**src/hdl/h74bs_pkg.sv**
```systemverilog
// ----------------------------------------------------------------------------
// h74bs_pkg
// shared constants and types of the bit-sliced hamming(7,4) decoder
// ----------------------------------------------------------------------------
`timescale 1ns / 1ps
`default_nettype none
package h74bs_pkg;

	localparam int NUM_STREAMS    = 7;
	localparam int NUM_LANES      = 8;
	localparam int BYTES_PER_ITEM = 4;
	localparam int CNT_W          = 32;
	localparam int IDX_W          = $clog2(BYTES_PER_ITEM);

	// one decoded item waiting for the serializer
	typedef struct packed {
		logic [BYTES_PER_ITEM-1:0][7:0] bytes;    // byte 0 goes out first
		logic [IDX_W-1:0]               last_idx; // index of the final byte sent
		logic                           file_end; // final byte hits the budget
	} item_t;

endpackage
`default_nettype wire

```
**src/hdl/h74bs_lane.sv**
```systemverilog
// ----------------------------------------------------------------------------
// h74bs_lane
// single-error-correcting decode of one hamming(7,4) codeword
// ----------------------------------------------------------------------------
`timescale 1ns / 1ps
`default_nettype none
module h74bs_lane
	import h74bs_pkg::*;
(
	input  wire logic [NUM_STREAMS-1:0] cw,     // bit i is codeword position i+1
	output logic      [3:0]             nibble  // d1 d2 d3 d4, d1 in bit 3
);

	logic [2:0] syn;

	always_comb begin
		syn[0] = cw[0] ^ cw[2] ^ cw[4] ^ cw[6];
		syn[1] = cw[1] ^ cw[2] ^ cw[5] ^ cw[6];
		syn[2] = cw[3] ^ cw[4] ^ cw[5] ^ cw[6];
		// only flips that land on data positions matter for the output
		nibble[3] = cw[2] ^ (syn == 3'd3);
		nibble[2] = cw[4] ^ (syn == 3'd5);
		nibble[1] = cw[5] ^ (syn == 3'd6);
		nibble[0] = cw[6] ^ (syn == 3'd7);
	end

endmodule
`default_nettype wire

```
**src/hdl/h74bs_front.sv**
```systemverilog
// ----------------------------------------------------------------------------
// h74bs_front
// eight decode lanes, byte merge, byte budget and the item register
// ----------------------------------------------------------------------------
`timescale 1ns / 1ps
`default_nettype none
module h74bs_front
	import h74bs_pkg::*;
(
	input  wire logic                     clk,
	input  wire logic                     arst_n,
	input  wire logic                     cfg_we,
	input  wire logic [CNT_W-1:0]         cfg_wdata,
	input  wire logic                     in_valid,
	output logic                          in_ready,
	input  wire logic [NUM_STREAMS*8-1:0] in_data,
	input  wire logic                     take,
	output logic                          item_valid,
	output item_t                         item
);

	logic [NUM_LANES-1:0][3:0] nib;
	logic [CNT_W-1:0]          total_q;
	logic [CNT_W-1:0]          count_q;
	logic [CNT_W:0]            diff;
	logic                      live;
	logic                      big;
	logic [2:0]                n_bytes;
	logic                      accept;
	logic                      s1_valid_q;
	item_t                     s1_q;
	item_t                     item_d;

	// lane b gathers bit b of every stream
	for (genvar b = 0; b < NUM_LANES; b++) begin : g_lane
		logic [NUM_STREAMS-1:0] cw;
		for (genvar s = 0; s < NUM_STREAMS; s++) begin : g_bit
			assign cw[s] = in_data[s*8 + b];
		end
		h74bs_lane u_lane (
			.cw     (cw),
			.nibble (nib[b])
		);
	end

	always_comb begin
		diff    = {1'b0, total_q} - {1'b0, count_q};
		live    = !diff[CNT_W] && (diff[CNT_W-1:0] != '0);
		big     = |diff[CNT_W-1:3] || (diff[2:0] > 3'd4);
		n_bytes = (|diff[CNT_W-1:2]) ? 3'd4 : diff[2:0];
		for (int k = 0; k < BYTES_PER_ITEM; k++) begin
			// earlier bit position is the high nibble
			item_d.bytes[k] = {nib[NUM_LANES-1-2*k], nib[NUM_LANES-2-2*k]};
		end
		item_d.last_idx = IDX_W'(n_bytes - 3'd1);
		item_d.file_end = live && !big;
	end

	assign in_ready   = !s1_valid_q || take;
	assign accept     = in_valid && in_ready;
	assign item_valid = s1_valid_q;
	assign item       = s1_q;

	always_ff @(posedge clk or negedge arst_n) begin
		if (!arst_n) begin
			total_q    <= '0;
			count_q    <= '0;
			s1_valid_q <= 1'b0;
		end else begin
			if (cfg_we) begin
				total_q <= cfg_wdata;
			end
			if (take) begin
				s1_valid_q <= 1'b0;
			end
			// an item past the budget is taken and dropped
			if (accept && live) begin
				count_q    <= count_q + CNT_W'(n_bytes);
				s1_valid_q <= 1'b1;
			end
		end
	end

	always_ff @(posedge clk) begin
		if (accept && live) begin
			s1_q <= item_d;
		end
	end

endmodule
`default_nettype wire

```
**src/hdl/h74bs_ser.sv**
```systemverilog
// ----------------------------------------------------------------------------
// h74bs_ser
// output register that sends the bytes of one item, one beat each
// ----------------------------------------------------------------------------
`timescale 1ns / 1ps
`default_nettype none
module h74bs_ser
	import h74bs_pkg::*;
(
	input  wire logic       clk,
	input  wire logic       arst_n,
	input  wire logic       item_valid,
	input  wire item_t      item,
	output logic            take,
	output logic            out_valid,
	input  wire logic       out_ready,
	output logic [7:0]      out_data,
	output logic            out_last,
	output logic            out_file_end
);

	logic             busy_q;
	item_t            cur_q;
	logic [IDX_W-1:0] idx_q;
	logic             fire;

	assign out_valid    = busy_q;
	assign out_data     = cur_q.bytes[idx_q];
	assign out_last     = (idx_q == cur_q.last_idx);
	assign out_file_end = out_last && cur_q.file_end;
	assign fire         = busy_q && out_ready;
	// reload on the same edge that the final beat leaves
	assign take         = item_valid && (!busy_q || (fire && out_last));

	always_ff @(posedge clk or negedge arst_n) begin
		if (!arst_n) begin
			busy_q <= 1'b0;
		end else if (take) begin
			busy_q <= 1'b1;
		end else if (fire && out_last) begin
			busy_q <= 1'b0;
		end
	end

	always_ff @(posedge clk) begin
		if (take) begin
			cur_q <= item;
			idx_q <= '0;
		end else if (fire) begin
			idx_q <= idx_q + 1'b1;
		end
	end

endmodule
`default_nettype wire

```
**src/hdl/hamming74_bitslice_decoder.sv**
```systemverilog
// path: the first byte of an item passes the item register, then the output register
// output: an item sends n bytes (4 when the budget allows) on the one-byte output
//   channel, one beat each, and the next item loads as its final byte leaves; an
//   item past the budget is taken and dropped and sends nothing
// reset: byte count, budget and all valid flags clear asynchronously
// ----------------------------------------------------------------------------
// hamming74_bitslice_decoder
// bit-sliced hamming(7,4) decoder with a running byte budget
// ----------------------------------------------------------------------------
`timescale 1ns / 1ps
`default_nettype none
module hamming74_bitslice_decoder
	import h74bs_pkg::*;
(
	input  wire logic                     clk,
	input  wire logic                     arst_n,
	input  wire logic                     cfg_we,
	input  wire logic [CNT_W-1:0]         cfg_wdata,      // total_bytes
	input  wire logic                     s_axis_tvalid,
	output logic                          s_axis_tready,
	// stream0_byte .. stream6_byte, stream0 in the lowest byte
	input  wire logic [NUM_STREAMS*8-1:0] s_axis_tdata,
	output logic                          m_axis_tvalid,
	input  wire logic                     m_axis_tready,
	output logic [7:0]                    m_axis_tdata,   // data_byte
	output logic                          m_axis_tlast,   // last_of_item
	output logic                          m_axis_tuser    // last_of_file
);

	logic  take;
	logic  item_valid;
	item_t item;

	h74bs_front u_front (
		.clk        (clk),
		.arst_n     (arst_n),
		.cfg_we     (cfg_we),
		.cfg_wdata  (cfg_wdata),
		.in_valid   (s_axis_tvalid),
		.in_ready   (s_axis_tready),
		.in_data    (s_axis_tdata),
		.take       (take),
		.item_valid (item_valid),
		.item       (item)
	);

	h74bs_ser u_ser (
		.clk          (clk),
		.arst_n       (arst_n),
		.item_valid   (item_valid),
		.item         (item),
		.take         (take),
		.out_valid    (m_axis_tvalid),
		.out_ready    (m_axis_tready),
		.out_data     (m_axis_tdata),
		.out_last     (m_axis_tlast),
		.out_file_end (m_axis_tuser)
	);

endmodule
`default_nettype wire

```
**config.mk**
```make
export PLATFORM = sky130hd
export DESIGN_NAME = hamming74_bitslice_decoder
export DESIGN_NICKNAME = d
export VERILOG_FILES = /design/src/hdl/h74bs_pkg.sv /design/src/hdl/h74bs_lane.sv /design/src/hdl/h74bs_front.sv /design/src/hdl/h74bs_ser.sv /design/src/hdl/hamming74_bitslice_decoder.sv
export SDC_FILE = /design/constraint.sdc
export NUM_CORES = 1
export LEC_CHECK = 0
export BUFFER_PORTS_ARGS = -buffer_cell sky130_fd_sc_hd__buf_2
export CAP_MARGIN = 10
export CELL_PAD_IN_SITES_DETAIL_PLACEMENT = 1
export CELL_PAD_IN_SITES_GLOBAL_PLACEMENT = 2
export CORE_MARGIN = 4
export CORE_UTILIZATION = 35
export DETAILED_ROUTE_END_ITERATION = 7
export PLACE_DENSITY_LB_ADDON = 0.15
export SYNTH_ARGS = -nofsm -noshare
export SYNTH_HDL_FRONTEND = slang
export SYNTH_HIERARCHICAL = 1
export SYNTH_SLANG_ARGS = --single-unit
```
**constraint.sdc**
```tcl
create_clock -name clk -period 12.02 [get_ports clk]
set_input_delay 1.803 -clock clk [delete_from_list [all_inputs] [get_ports clk]]
set_output_delay 1.803 -clock clk [all_outputs]
set_load 0.02 [all_outputs]
```
==> impl.org, run 1 <==
** Synth
- Dominant synthesized flop cell :: sky130_fd_sc_hd__edfxtp_1
- Count of warnings emitted by yosys :: 6
- Sorting the synthesized cells by how often they occur yields sky130_fd_sc_hd__a21oi_1 (91), sky130_fd_sc_hd__nor3_1 (83), sky130_fd_sc_hd__nand2_1 (74), sky130_fd_sc_hd__edfxtp_1 (70), sky130_fd_sc_hd__nor2_1 (67).
- The average instance in the mapped netlist occupies approximately 9.4 um^2.
- By instance count, the leading cell after synthesis is sky130_fd_sc_hd__a21oi_1.
- The synthesized design contains 70 enable-type register cells.
- Cell types with the largest area share after synthesis :: sky130_fd_sc_hd__edfxtp_1 (19%), sky130_fd_sc_hd__dfrtp_1 (15%), sky130_fd_sc_hd__xnor2_1 (4.3%), sky130_fd_sc_hd__a21oi_1 (4.0%), sky130_fd_sc_hd__ha_1 (3.8%)
- The biggest area contributor in the post-synthesis netlist is sky130_fd_sc_hd__edfxtp_1.
- Register area share after synthesis :: between 30% and 40%
- Share of the synthesized area in the top cell type :: between 10% and 20%
- Post-synth cell types :: 94
- After synthesis, the share of flip-flops with an asynchronous set or reset is about 48%.
- Total of flip-flops plus latches after synthesis :: 138
- Synthesized netlist net count :: roughly 1,300
- In this run the cell area of the synthesized design comes to ~11,000 um^2.
- Cell count after synthesis :: 1,210

** Global route
- The number of global-route vias before repair is around 10,000.
- The total overflow left after global routing is 0.
- The initial antenna violation count was 2.
- The first global-routing pass estimated 52.2 mm of wire.
- Across every metal layer, demand over resource in global routing totals between 15 and 20%.
- Pin count of the biggest net entering global routing :: 67

** Critical path
- Path type of the worst setup path :: reg -> reg
- Traced cell by cell, the critical path runs through inv_1 -> ha_1 -> fa_1 -> nand2b_1 -> a211oi_4 -> o211ai_2 -> nand2_1 -> o311ai_0 -> nor4b_1 -> nand4_1 -> nor4_2 -> nand3_1 -> ha_1 -> nand3_1 -> nor4b_2 -> nand4_1 -> and2_1 -> buf_4 -> nor4_2 -> xnor2_1.
- Critical path buffer and inverter count :: 2
- Along the worst path, the maximum fanout reaches 9.
- Cell family with the largest share of critical-path delay :: simple AND/OR/NAND/NOR gates
- For the worst setup path, the data arrival time is 6010 ps.
- The slowest stage of the critical path belongs to the cell sky130_fd_sc_hd__o311ai_0.
- The critical path runs through a total of 20 cells.
- On the worst path, the slowest cell contributes a delay of 660 ps.
- Required time worst endpoint :: approximately 12,000 ps
- The worst register-to-register path has a depth of 20.
- Crit path capture type :: register
- STA classifies the critical path startpoint as a register.

** Finish
- The net count of the finished layout is around 1,400.
- Non-Filler Instances :: between 1,500 and 2,000
- Number of filler cells placed in the layout :: between 3,000 and 4,000
- Sequential standard cell area :: 3790 um^2
- Area taken by multi-input logic gates :: roughly 7000 um^2
- The repair_antennas step left the layout with diodes totalling 0.
- The post-route netlist has approximately 21% of its cells at a drive strength greater than 1.
- Final Util :: about two fifths
- Synthesis-to-finish area growth :: 10.6%

** Drt
- The pre-antenna-repair detailed-routing pass consisted of 4 iterations.
- For this block, the routed nets add up to around 32 mm of wire.
- Routed length per instance :: about 19 um
- The detailed router finished its first iteration with 530 violations.
- The detailed router placed ~9,400 vias in this run.
- In this run the remaining antenna-violating nets after routing total 0.
- Detailed-route DRC error count :: 0
- Vias per cell :: 5.62

** Clock tree
- Number of buffers inserted during clock tree synthesis :: 17
- At the later pin of the worst-skew pair, clock insertion delay measures 430 ps.
- After clock tree synthesis, the setup repair step added 0 buffers.
- H-tree depth :: 4
- Clock Tree Buf Depth :: 2
- Post-cts gate resize count :: 0
- Clock-pin slew was measured on the worst setup and hold paths at ~70 ps.
- Clk root buf :: sky130_fd_sc_hd__clkbuf_16
- Clock sinks :: 138
- Hold_buf cts :: 0
- TritonCTS built the clock tree.

** Power and ir drop
- The worst-case IR drop observed on VDD is 0.0000673 V.
- Leakage Power :: approximately 0.0047 uW
- Power spread over the standard cell area amounts to between 100 and 150 nW/um^2.

** Placed design
- Detailed placement HPWL :: 23.6 mm
- Placement Setup Slack :: between 6000 and 7000 ps
- Number of buffer cells added on primary ports :: between 100 and 150
- The number of placed instances, taps included, is between 1,500 and 2,000.
- At the end of routability-driven placement, the weighted congestion stood at slightly above 0.8.

** Floorplanning
- Overall die area :: around 35,000 um^2
- The core region is approximately 32,000 um^2.
- Die Width :: around 190 um
- The initialized floorplan defines 65 standard-cell rows.
- Effective utilization at floorplan :: 35.7%
- Measured along the y axis, the die boundary spans around 190 um.
- 105 I/O pins were placed.

** Min path
- Class of the worst hold path :: reg -> reg
- Along the worst hold path, the cell count comes to 0.

** Run
- Max-cap violations in this run came to 0.

** Timing
- Setup repair after global routing left no endpoint under its margin.
- Based on the critical path, the design can be clocked at up to approximately 180 MHz.
- Final setup viols :: 0
- Subtracting the final worst setup slack from the clock period gives around 5700 ps.
- Worst setup margin :: 6370 ps
- Period Utilization, post-route :: 47.0%
- Adding up every negative setup slack in the final design gives 0 ps.
- Clock skew on the completed layout was measured at between 10 and 15 ps.
- Worst slew pin tran :: 1110 ps
- Hold WS :: approximately 420 ps
- The max-slew violation total from the final report came to 0.
- Final Hold Violating Endpoints :: 0
- Measured against its own limit, the worst slew margin works out to around a quarter.

** Outcome
- The run finished with clean final reports.
[final cells by class]
cell class / instances / share of cell area, %
Multi-Input combinational cell: 932 / 54.8
Sequential cell: 138 / 30.3
Timing Repair Buffer: 108 / 4.41
Tap cell: 402 / 4.01
Clock buffer: 17 / 3.39
Inverter: 64 / 1.92
Clock inverter: 15 / 1.21
[path summary, 6_finish.rpt]
path | startpoint | endpoint | slack [ps]
max | u_front/total_q[0] | u_front/count_q[25] | 6370
min | u_front/item[28] | u_ser/cur_q[28] | 420
max reg2reg | u_front/total_q[0] | u_front/count_q[25] | 6370
min reg2reg | u_front/item[28] | u_ser/cur_q[28] | 420
max in group asynchronous | arst_n | u_front/count_q[31] | 9940
min in group asynchronous | arst_n | u_front/count_q[1] | 1480
[worst reg2reg max path, cell delays in order, from the launching register on]
cell and delay, ps:
sky130_fd_sc_hd__dfrtp_1 370, sky130_fd_sc_hd__inv_1 100, sky130_fd_sc_hd__ha_1 190, sky130_fd_sc_hd__fa_1 210, sky130_fd_sc_hd__nand2b_1 210, sky130_fd_sc_hd__a211oi_4 100
sky130_fd_sc_hd__o211ai_2 320, sky130_fd_sc_hd__nand2_1 110, sky130_fd_sc_hd__o311ai_0 660, sky130_fd_sc_hd__nor4b_1 360, sky130_fd_sc_hd__nand4_1 160, sky130_fd_sc_hd__nor4_2 430
sky130_fd_sc_hd__nand3_1 280, sky130_fd_sc_hd__ha_1 460, sky130_fd_sc_hd__nand3_1 120, sky130_fd_sc_hd__nor4b_2 220, sky130_fd_sc_hd__nand4_1 110, sky130_fd_sc_hd__and2_1 400
sky130_fd_sc_hd__buf_4 320, sky130_fd_sc_hd__nor4_2 300, sky130_fd_sc_hd__xnor2_1 150
[state kept, by name, summed over array words and instances, names as in the netlist, named ones only]
signal	count
u_ser/idx_q	2
u_front/total_q	32
u_front/item	35
u_ser/out_valid	1
u_front/count_q	31
u_front/item_valid	1
u_ser/cur_q	35
[cell usage in the layout, fill, tap and decap left out, types with 56 or more instances in the layout]
master / instances
sky130_fd_sc_hd__buf_2: 103
sky130_fd_sc_hd__a21oi_1: 90
sky130_fd_sc_hd__nor3_1: 83
sky130_fd_sc_hd__nand2_1: 74
sky130_fd_sc_hd__edfxtp_1: 70
sky130_fd_sc_hd__nor2_1: 67
sky130_fd_sc_hd__dfrtp_1: 66
sky130_fd_sc_hd__inv_1: 64
sky130_fd_sc_hd__o21ai_0: 57
sky130_fd_sc_hd__xnor2_1: 56
[routing by layer]
metal	track usage [%]	vias to the layer above	wire, um
li1	-	4623	-
met1	23.8	4648	14800
met2	31.2	123	15800
met3	2.79	21	875
met4	3.84	4	276
met5	0	-	27
[power by group]
| group | switching, uW | total, uW | internal, uW |
|---|---|---|---|
| registers | 22.7 | 535 | 513 |
| clock network | 239 | 531 | 293 |
| logic | 205 | 343 | 138 |
[per-stage QoR]
stage	power [uW]	instance area, um^2
detailed placement	891	12000
global route	1490	12500
global placement	889	12000
CTS	1430	12500
finish	1410	12500
floorplan	795	11300
[cells by family after synthesis]
group | share of synthesized area [%]
XOR/XNOR | 10.6
multiplexers | 6.22
AO/OA/AOI/OAI | 21.1
adder cells (fa/ha/maj) | 4.11
flip-flops | 33.5
AND/OR/NAND/NOR | 18.6
buffers and inverters | 5.94
Power figures use the tool's default switching activity.
==> run 2, diff against run 1 <==
--- a/config.mk
+++ b/config.mk
@@ -5,12 +5,13 @@
 export SDC_FILE = /design/constraint.sdc
 export NUM_CORES = 1
 export LEC_CHECK = 0
+export ABC_AREA = 1
 export BUFFER_PORTS_ARGS = -buffer_cell sky130_fd_sc_hd__buf_2
 export CAP_MARGIN = 10
 export CELL_PAD_IN_SITES_DETAIL_PLACEMENT = 1
 export CELL_PAD_IN_SITES_GLOBAL_PLACEMENT = 2
 export CORE_MARGIN = 4
-export CORE_UTILIZATION = 35
+export CORE_UTILIZATION = 31
 export DETAILED_ROUTE_END_ITERATION = 7
 export PLACE_DENSITY_LB_ADDON = 0.15
 export SYNTH_ARGS = -nofsm -noshare
==> constraint.sdc (replaced) <==
create_clock -name clk -period 4.7 [get_ports clk]
set_input_delay 0.705 -clock clk [delete_from_list [all_inputs] [get_ports clk]]
set_output_delay 0.705 -clock clk [all_outputs]
set_load 0.02 [all_outputs]
==> run 2 against run 1 <==
  * Sequential share of layout area is 0.45 points lower
  * Global-route usage fell by 0.13 points
  * Die area rose by 8.9%
  * Total power rose to 3.5 times the previous value
  * Register-to-register slack got worse by 5900 ps
  * Synthesized cell count is 31% higher
  * Hold slack lost 37 ps
  * Largest power group is now combinational cells
  * Utilization fell by 2.9 points
  * Cell count up 30%
  * Combinational power rose to 5.6 times the previous value
  * Critical endpoint is now u_front/count_q[28]
==> impl.org, run 2 <==
** Synth
- The synthesized design spends more area on one cell type than any other, namely sky130_fd_sc_hd__nand2_1.
- The top cell type's share of synthesized area is 19.7% (+1.2 points).
- The average footprint of a synthesized cell is 6.93 um^2 (-26%).
- EDFF count, synth :: 70 (unchanged)
- Leading post-synthesis cells by instance count :: sky130_fd_sc_hd__nand2_1 (576), sky130_fd_sc_hd__inv_1 (202), sky130_fd_sc_hd__nor2_1 (135), sky130_fd_sc_hd__nand3_1 (82), sky130_fd_sc_hd__nand2_2 (73)
- Dominant synthesized flop cell :: sky130_fd_sc_hd__edfxtp_1
- Leading cell type by number of instances after synthesis :: sky130_fd_sc_hd__nand2_1
- Total of flip-flops plus latches after synthesis :: 138 (unchanged)
- Cell count after synthesis :: 1,584 (+31%)
- Synthesized area :: 11,000 um^2 (-3.2%)
- Count of warnings emitted by yosys :: 6 (unchanged)
- Ranked by total cell area, the synthesized netlist is headed by sky130_fd_sc_hd__nand2_1 (20%), sky130_fd_sc_hd__edfxtp_1 (19%), sky130_fd_sc_hd__dfrtp_1 (15%), sky130_fd_sc_hd__inv_1 (6.9%), sky130_fd_sc_hd__nor2_1 (4.6%).
- The count of unique library cells instantiated by Yosys is 46 (-51%).
- Synthesized netlist net count :: 1,713 (+28%)
- The proportion of register bits with asynchronous set or reset after synthesis is 47.8% (unchanged).
- Register area share after synthesis :: 34.6% (+1.1 points)

** Timing
- Period Utilization, post-route :: 90.7% (+44 points)
- Final Critical Period :: 4260 ps (-1390 ps)
- Setup repair after global routing left no endpoint under its margin.
- The sum of negative setup slack was 0 ps (unchanged).
- Worst slew pin tran :: 851 ps (-256 ps)
- Final setup viols :: 0 (unchanged)
- The max-slew violation total from the final report is 0 (unchanged).
- The tightest hold margin is 383 ps (-36.8 ps).
- The relative slew slack came to 43.3% (+17 points).
- The number of hold-slack violations in the final timing report is 0 (unchanged).
- The final worst clock skew came to 10.9 ps (-0.837 ps).
- The highest achievable clock rate came to 235 MHz (+33%).

** Critical path
- For this design, the slowest cell found on the critical path is sky130_fd_sc_hd__dfrtp_1.
- Flop2flop setup slack :: 440 ps (-5930 ps)
- Worst Setup Start Kind :: register
- Crit path capture type :: register
- Reg2reg path depth :: 27 (+35%)
- The critical path is of the reg -> reg type.
- On the critical path the largest part of the delay comes from simple AND/OR/NAND/NOR gates.
- Signal arrival time at the worst endpoint :: 4570 ps (-1440 ps)
- The worst endpoint required time is 5010 ps (-7360 ps).
- Startpoint of the worst register-to-register path :: u_front/count_q[8]
- Critical path buffer and inverter count :: 3 (+1)
- Most frequent cell on the critical path :: sky130_fd_sc_hd__nand2_1
- Worst stage delay on the critical path :: 400 ps (-260 ps)
- The worst register-to-register path ends at u_front/count_q[28].
- CP Max Fanout :: 6 (-3)

** Global route
- The initial antenna violation count came to 0 (-2).
- The sum of overflow across all layers after global routing is 0 (unchanged).
- Aggregate global-route resource usage :: 17.9% (-0.13 points)
- The pin count of the biggest net entering global routing was 36 (-46%).
- Vias in the first global route :: 10,438 (+6.9%)
- Wire length of the first global-routing pass :: 55.0 mm (+5.6%)

** Clock tree
- Clock-pin slew of the registers on the worst-case setup and hold paths :: 70 ps (about the same)
- TritonCTS built the clock tree.
- Later-pin clock latency in the skew report :: 430 ps (about the same)
- Clk root buf :: sky130_fd_sc_hd__clkbuf_16
- The number of hold buffers added after cts is 0 (unchanged).
- The total CTS buffers was 17 (unchanged).
- Clock Tree Buf Depth :: 2 (unchanged)
- H-tree depth :: 4 (unchanged)
- The number of clock sinks came to 138 (unchanged).

** Drt
- The aggregate routed wire length came to 34.0 mm (+7.3%).
- Antenna-violating nets left :: 0 (unchanged)
- Vias per cell :: 4.70 (-16%)
- The number of design-rule violations left by the first detailed-router iteration was 496 (-6.4%).
- Routed length per instance :: 15.7 um (-17%)
- The remaining routing DRC violations came to 0 (unchanged).
- The via total after detailed routing was 10,221 (+8.5%).
- First drt pass iteration count :: 4 (unchanged)

** Min path
- Class of the worst hold path :: in -> async

** Placed design
- Final Wtd Congestion :: 0.853 (+5.3%)
- The quantity of I/O buffers inserted on ports was 104 (unchanged).
- The detailed placer's ending HPWL is 28.7 mm (+22%).

** Finish
- The total of fill cells in the finished design came to 4,465 (+21%).
- Most used cells in the layout excluding fill and tap cells :: sky130_fd_sc_hd__nand2_1 (576), sky130_fd_sc_hd__inv_1 (202), sky130_fd_sc_hd__nor2_1 (131)
- The diode insertion count for antenna repair is 0 (unchanged).
- Synthesis-to-finish area growth :: 16.0%
- Most common cell after layout, fill and taps aside :: sky130_fd_sc_hd__nand2_1
- The layout net count is 1,836 (+32%).
- Layout cells sized above 1 :: 22.2% (+1.5 points)

** Floorplanning
- The height of the chip came to 196 um (+4.4%).
- Floorplan row count :: 68 (+4.6%)
- Effective utilization at floorplan :: 31.6% (-4.1 points)
- The die area is 38,500 um^2 (+8.9%).
- Number of ports placed on the die boundary :: 105 (unchanged)
- Die Width :: 196 um (+4.4%)
- The core area came to 34,700 um^2 (+9.4%).

** Power and ir drop
- Portion of total power attributed to sequential cells :: 33.1% (-4.9 points)
- The net switching power came to 2020 uW (+330%).
- Peak ir drop on the vdd network :: 0.000163 V (+140%)
- The internal power summed over all cells came to 2870 uW (+200%).
- The power density over the cells came to 384 nW/um^2 (+240%).
- Comb pwr share :: 39.0% (+15 points)
- The net switching share of the total power was 41.3% (+8.2 points).
- Leakage Power :: 0.00648 uW (+37%)
- The portion of total power attributed to the clock network was 27.9% (-9.8 points).

** Outcome
- Status :: completed

** Run
- # Max-Cap Violations :: 0 (unchanged)
## run 2: cell count changes after synthesis, moves of 26 or more
cell / change
sky130_fd_sc_hd__a21oi_1: -67
sky130_fd_sc_hd__clkbuf_1: -33
sky130_fd_sc_hd__inv_1: +138
sky130_fd_sc_hd__inv_2: +54
sky130_fd_sc_hd__nand2_1: +502
sky130_fd_sc_hd__nand2_2: +72
sky130_fd_sc_hd__nand2_4: +26
sky130_fd_sc_hd__nand3_1: +51
sky130_fd_sc_hd__nor2_1: +68
sky130_fd_sc_hd__nor3_1: -62
sky130_fd_sc_hd__o21ai_0: -32
sky130_fd_sc_hd__xnor2_1: -53
## run 2: cells by family after synthesis
group / count (synthesis) / synth area share, %
AO/OA/AOI/OAI: 80 / 4.36
XOR/XNOR: 36 / 2.87
adder cells (fa/ha/maj): 36 / 4.24
buffers and inverters: 266 / 9.34
flip-flops: 138 / 34.6
multiplexers: 30 / 3.08
AND/OR/NAND/NOR: 998 / 41.5
## run 2: cell type report
type                    instances  area (um^2)  share of cell area [%]
inverters                     257          967                    7.60
flip-flops and latches        138         3790                    29.8
clock inverters                14          163                    1.28
multi-input cells            1180         6200                    48.7
repair buffers                113          601                    4.72
well taps                     455          569                    4.47
clock buffers                  18          429                    3.37
## run 2: power groups by stage
stage	logic [uW]	registers [uW]	clock network [uW]
2_1_floorplan	1350	1580	0
4_1_cts	1930	1630	1420
5_1_grt	2170	1640	1470
6_report	1910	1620	1370
3_3_place_gp	1890	1640	0
3_5_place_dp	1920	1650	0
## run 2: timing repair
| action | 4_1_cts | 5_1_grt |
|---|---|---|
| setup endpoints to repair | 0 | 14 |
| resized for setup | 0 | 10 |
| buffers inserted | 0 | 3 |
## run 2: metrics by stage
step	instance area (um^2)	total power, uW	util [%]	instances	setup slack (ps)
floorplan	11000	2920	-	1584	368
global placement	12100	3540	34.8	2140	141
detailed placement	12100	3570	34.8	2140	35.6
CTS	12700	4970	36.5	2172	2.14
global route	12700	5280	36.7	2175	4.13
finish	12700	4890	36.7	2175	439
## run 2: per-layer routing
layer  share of wire, %  vias to the layer above  global-route usage [%]  wire, um
li1                   -                     5227                       -         -
met1                 44                     4858                    22.4     15000
met2                 51                      113                    32.3     17500
met3                3.5                       23                    2.85      1180
met4                1.3                        0                    3.96       456
met5                  0                        -                       0         0
## run 2: worst max path at each step
stage | start | end | slack, ps | depth (start not counted)
floorplan | m_axis_tready | u_front/item[0] | 370 | 7
global placement | register | u_front/count_q[28] | 140 | 24
detailed placement | register | u_front/count_q[28] | 40 | 24
CTS | register | u_front/count_q[28] | 2 | 24
global route | u_front/count_q[22] | u_front/count_q[30] | 4 | 25
finish | u_front/count_q[8] | u_front/count_q[28] | 440 | 27
==> run 3, diff against run 2 <==
--- a/config.mk
+++ b/config.mk
@@ -11,10 +11,9 @@
 export CELL_PAD_IN_SITES_DETAIL_PLACEMENT = 1
 export CELL_PAD_IN_SITES_GLOBAL_PLACEMENT = 2
 export CORE_MARGIN = 4
-export CORE_UTILIZATION = 31
+export CORE_UTILIZATION = 32
 export DETAILED_ROUTE_END_ITERATION = 7
 export PLACE_DENSITY_LB_ADDON = 0.15
 export SYNTH_ARGS = -nofsm -noshare
 export SYNTH_HDL_FRONTEND = slang
-export SYNTH_HIERARCHICAL = 1
 export SYNTH_SLANG_ARGS = --single-unit
==> run 3 against run 2 <==
  * Area after synthesis is 12% lower
  * Flip-flop and latch count stayed put
  * Critical endpoint is now u_front.count_q[26]
  * Final area is 11% lower
  * Sequential power hardly changed
  * Global-route usage is 0.87 points higher
  * Critical path depth is 1 higher
==> impl.org, run 3 <==
** Outcome
- The run finished with clean final reports.

** Synth
- Sorting the synthesized cells by how often they occur yields sky130_fd_sc_hd__nand2_1 (362), sky130_fd_sc_hd__inv_1 (206), sky130_fd_sc_hd__nor2_1 (130), sky130_fd_sc_hd__edfxtp_1 (70), sky130_fd_sc_hd__dfrtp_1 (66).
- Synth async-reset ratio :: 47.8% (unchanged)
- EDFF count, synth :: 70 (unchanged)
- Post-synth cell types :: 43 (-6.5%)
- The portion of the post-synthesis area used by sequential elements is 39.1% (+4.5 points).
- The top cell type's share of synthesized area was 21.7% (+1.9 points).
- Synthesized netlist net count :: 1,404 (-18%)
- The post-synthesis instance total came to 1,275 (-20%).
- Cell types with the largest area share after synthesis :: sky130_fd_sc_hd__edfxtp_1 (22%), sky130_fd_sc_hd__dfrtp_1 (17%), sky130_fd_sc_hd__nand2_1 (14%), sky130_fd_sc_hd__inv_1 (8.0%), sky130_fd_sc_hd__xnor2_1 (5.3%)
- The summed instance area of the synthesized netlist was 9710 um^2 (-12%).
- Count of warnings emitted by yosys :: 0 (-6)
- The total of flip-flops plus latches after synthesis was 138 (unchanged).
- The average footprint of a synthesized cell was 7.61 um^2 (+9.9%).
- Dominant synthesized flop cell :: sky130_fd_sc_hd__edfxtp_1
- Leading area contributor after synthesis :: sky130_fd_sc_hd__edfxtp_1
- Leading cell type by number of instances after synthesis :: sky130_fd_sc_hd__nand2_1

** Timing
- The final worst-path setup slack came to 400 ps (-39.5 ps).
- Final setup viols :: 0 (unchanged)
- Setup repair after global routing missed its margin :: no
- Final Hold Violating Endpoints :: 0 (unchanged)
- The slew at the pin with the worst max-slew slack came to 1070 ps (+218 ps).
- Final Critical Period :: 4300 ps (+39.5 ps)
- The final worst clock skew was 15.7 ps (+4.83 ps).
- Setup TNS :: 0 ps (unchanged)
- Period Utilization, post-route :: 91.5% (+0.84 points)
- Max transition margin :: 28.6% (-15 points)
- Achievable clock frequency :: 233 MHz (-0.92%)
- The max-slew violation total from the final report is 0 (unchanged).

** Critical path
- Path type of the worst setup path :: reg -> reg
- Required time worst endpoint :: 5010 ps (about the same)
- The peak per-stage delay on the critical path came to 470 ps (+70 ps).
- Worst Setup Start Kind :: register
- Critical-path cell with the highest stage delay :: sky130_fd_sc_hd__dfrtp_2
- CP Max Fanout :: 7 (+1)
- The worst setup path is captured at a register.
- Most frequent cell on the critical path :: sky130_fd_sc_hd__nand2_1
- The arrival time at the worst endpoint is 4610 ps (+40 ps).
- The setup slack of the worst register-to-register path was 400 ps (-40 ps).

** Placed design
- Final Wtd Congestion :: 0.869 (+1.9%)
- Detailed placement HPWL :: 25.3 mm (-12%)
- Placement Setup Slack :: 8.70 ps (-26.9 ps)
- Number of buffer cells added on primary ports :: 104 (unchanged)

** Clock tree
- Hold_buf cts :: 0 (unchanged)
- TritonCTS built the clock tree.
- Clock-pin slew of the registers on the worst-case setup and hold paths :: 70 ps (about the same)
- Number of buffers inserted during clock tree synthesis :: 17 (unchanged)
- The number of clock sinks is 138 (unchanged).
- The H-tree depth is 4 (unchanged).
- The root buffer cell chosen for the clock tree is sky130_fd_sc_hd__clkbuf_16.
- The largest buffer count on any clock path came to 2 (unchanged).
- The clock network latency to the later pin of the worst-skew pair was 440 ps (about the same).

** Drt
- The via total after detailed routing is 8,398 (-18%).
- The aggregate routed wire length came to 30.6 mm (-10%).
- The number of optimization iterations in the first detailed-route pass came to 5 (+1).
- The number of design-rule violations left by the first detailed-router iteration came to 399 (-20%).
- The number of nets still failing antenna checks after routing came to 0 (unchanged).
- The remaining routing DRC violations was 0 (unchanged).
- Routed length per instance :: 17.0 um (+8.9%)
- The via density per instance came to 4.68 (-0.50%).

** Floorplanning
- The height of the chip is 182 um (-7.1%).
- Number of ports placed on the die boundary :: 105 (unchanged)
- The die area came to 33,200 um^2 (-14%).
- Die Width :: 182 um (-7.1%)
- The core area was 29,800 um^2 (-14%).
- The number of standard-cell rows in the floorplan came to 63 (-7.4%).
- Effective utilization at floorplan :: 32.6% (+0.98 points)

** Global route
- The global routing usage summed across all routing layers was 18.7% (+0.87 points).
- The initial antenna violation count came to 0 (unchanged).
- GR Overflow Total :: 0 (unchanged)
- Vias in the first global route :: 8,636 (-17%)
- Wire length of the first global-routing pass :: 48.4 mm (-12%)
- The pin count of the biggest net entering global routing was 39 (+8.3%).

** Finish
- Number of nets at the end of the flow :: 1,522 (-17%)
- The diode insertion count for antenna repair was 0 (unchanged).
- Most common cell after layout, fill and taps aside :: sky130_fd_sc_hd__nand2_1
- The share of final-layout standard cells stronger than drive strength 1 was 15.7% (-6.4 points).
- Relative to the synthesized area, the layout overhead comes to 16.4%.
- Most used cells in the layout excluding fill and tap cells :: sky130_fd_sc_hd__nand2_1 (361), sky130_fd_sc_hd__inv_1 (206), sky130_fd_sc_hd__nor2_1 (127)

** Run
- # Max-Cap Violations :: 0 (unchanged)

** Power and ir drop
- Leakage Power :: 0.00539 uW (-17%)
- Total power density per cell area :: 466 nW/um^2 (+21%)
- The overall power is 5260 uW (+7.6%).
- The highest ir drop seen on vdd came to 0.000260 V (+59%).

** Min path
- In this run the worst hold path is classified as reg -> reg.
==> run 3: cell types whose count changed after synthesis, sizes merged, moves of 14 or more <==
cell   previous run  this run
nand2           675       374
xor2             33        53
inv             257       206
nand4            42        28
nand3            86        67
xnor2             3        59
==> run 3: area by class of cell <==
type	instances	area (um^2)
repair buffers	111	573
clock buffers	17	425
multi-input cells	915	5100
fillers	3723	18500
inverters	210	790
flip-flops and latches	138	3800
clock inverters	15	128
well taps	390	488
==> run 3: power by group <==
part / switching [uW] / internal [uW] / leakage (uW) / total, uW
Combinational: 1590 / 733 / 0.00371 / 2320
Clock: 566 / 726 / 0.000263 / 1290
Sequential: 144 / 1510 / 0.00142 / 1650
==> run 3: worst paths after layout <==
| check | start | to | cells after the start |
|---|---|---|---|
| hold / removal | u_front.item[0] | u_ser.cur_q[0] | 0 |
| hold reg to reg | u_front.item[0] | u_ser.cur_q[0] | 0 |
| setup reg to reg | register | u_front.count_q[26] | 28 |
| min in group asynchronous | arst_n | u_front.total_q[14] | 1 |
| max in group asynchronous | arst_n | async pin | 2 |
| setup / recovery | register | u_front.count_q[26] | 28 |
==> run 3: critical path, delay by kind of cell (launching register included) <==
family	cells	cell delay, ps
simple gates	18	2110
fa+ha+maj	3	910
flops	1	470
buf+inv	4	360
xor+xnor	1	170
compound gates	2	150
==> run 3: cell families (layout without fill, tap and decap cells) <==
logic type / after synthesis / count (layout) / synth area share, %
buffers and inverters: 222 / 353 / 8.78
XOR/XNOR: 112 / 112 / 10.1
AO/OA/AOI/OAI: 82 / 82 / 4.49
flip-flops: 138 / 138 / 39.1
AND/OR/NAND/NOR: 655 / 655 / 29.3
adder cells (fa/ha/maj): 36 / 36 / 4.79
multiplexers: 30 / 30 / 3.48
==> run 3: repair_timing <==
| item | CTS | global route |
|---|---|---|
| buffers inserted | 0 | 0 |
| gates resized for setup | 1 | 9 |
| endpoints found under the setup margin | 1 | 13 |
==> run 3: through the flow <==
step	hold WS (ps)	utilization [%]	cells	area (um^2)
after global routing	420	37.9	1796	11300
after floorplan	400	-	1275	9710
after detailed placement	405	36.0	1764	10700
after CTS	419	37.8	1796	11300
final	414	37.9	1796	11300
after global placement	401	36.0	1764	10700
==> run 3: routing by layer <==
metal	vias to the layer above	routed length [um]	GRT usage, %
met5	-	0	0
met4	0	270	3.24
met3	14	1100	3.47
met2	127	13600	29.2
met1	3976	15600	27.5
li1	4281	-	-
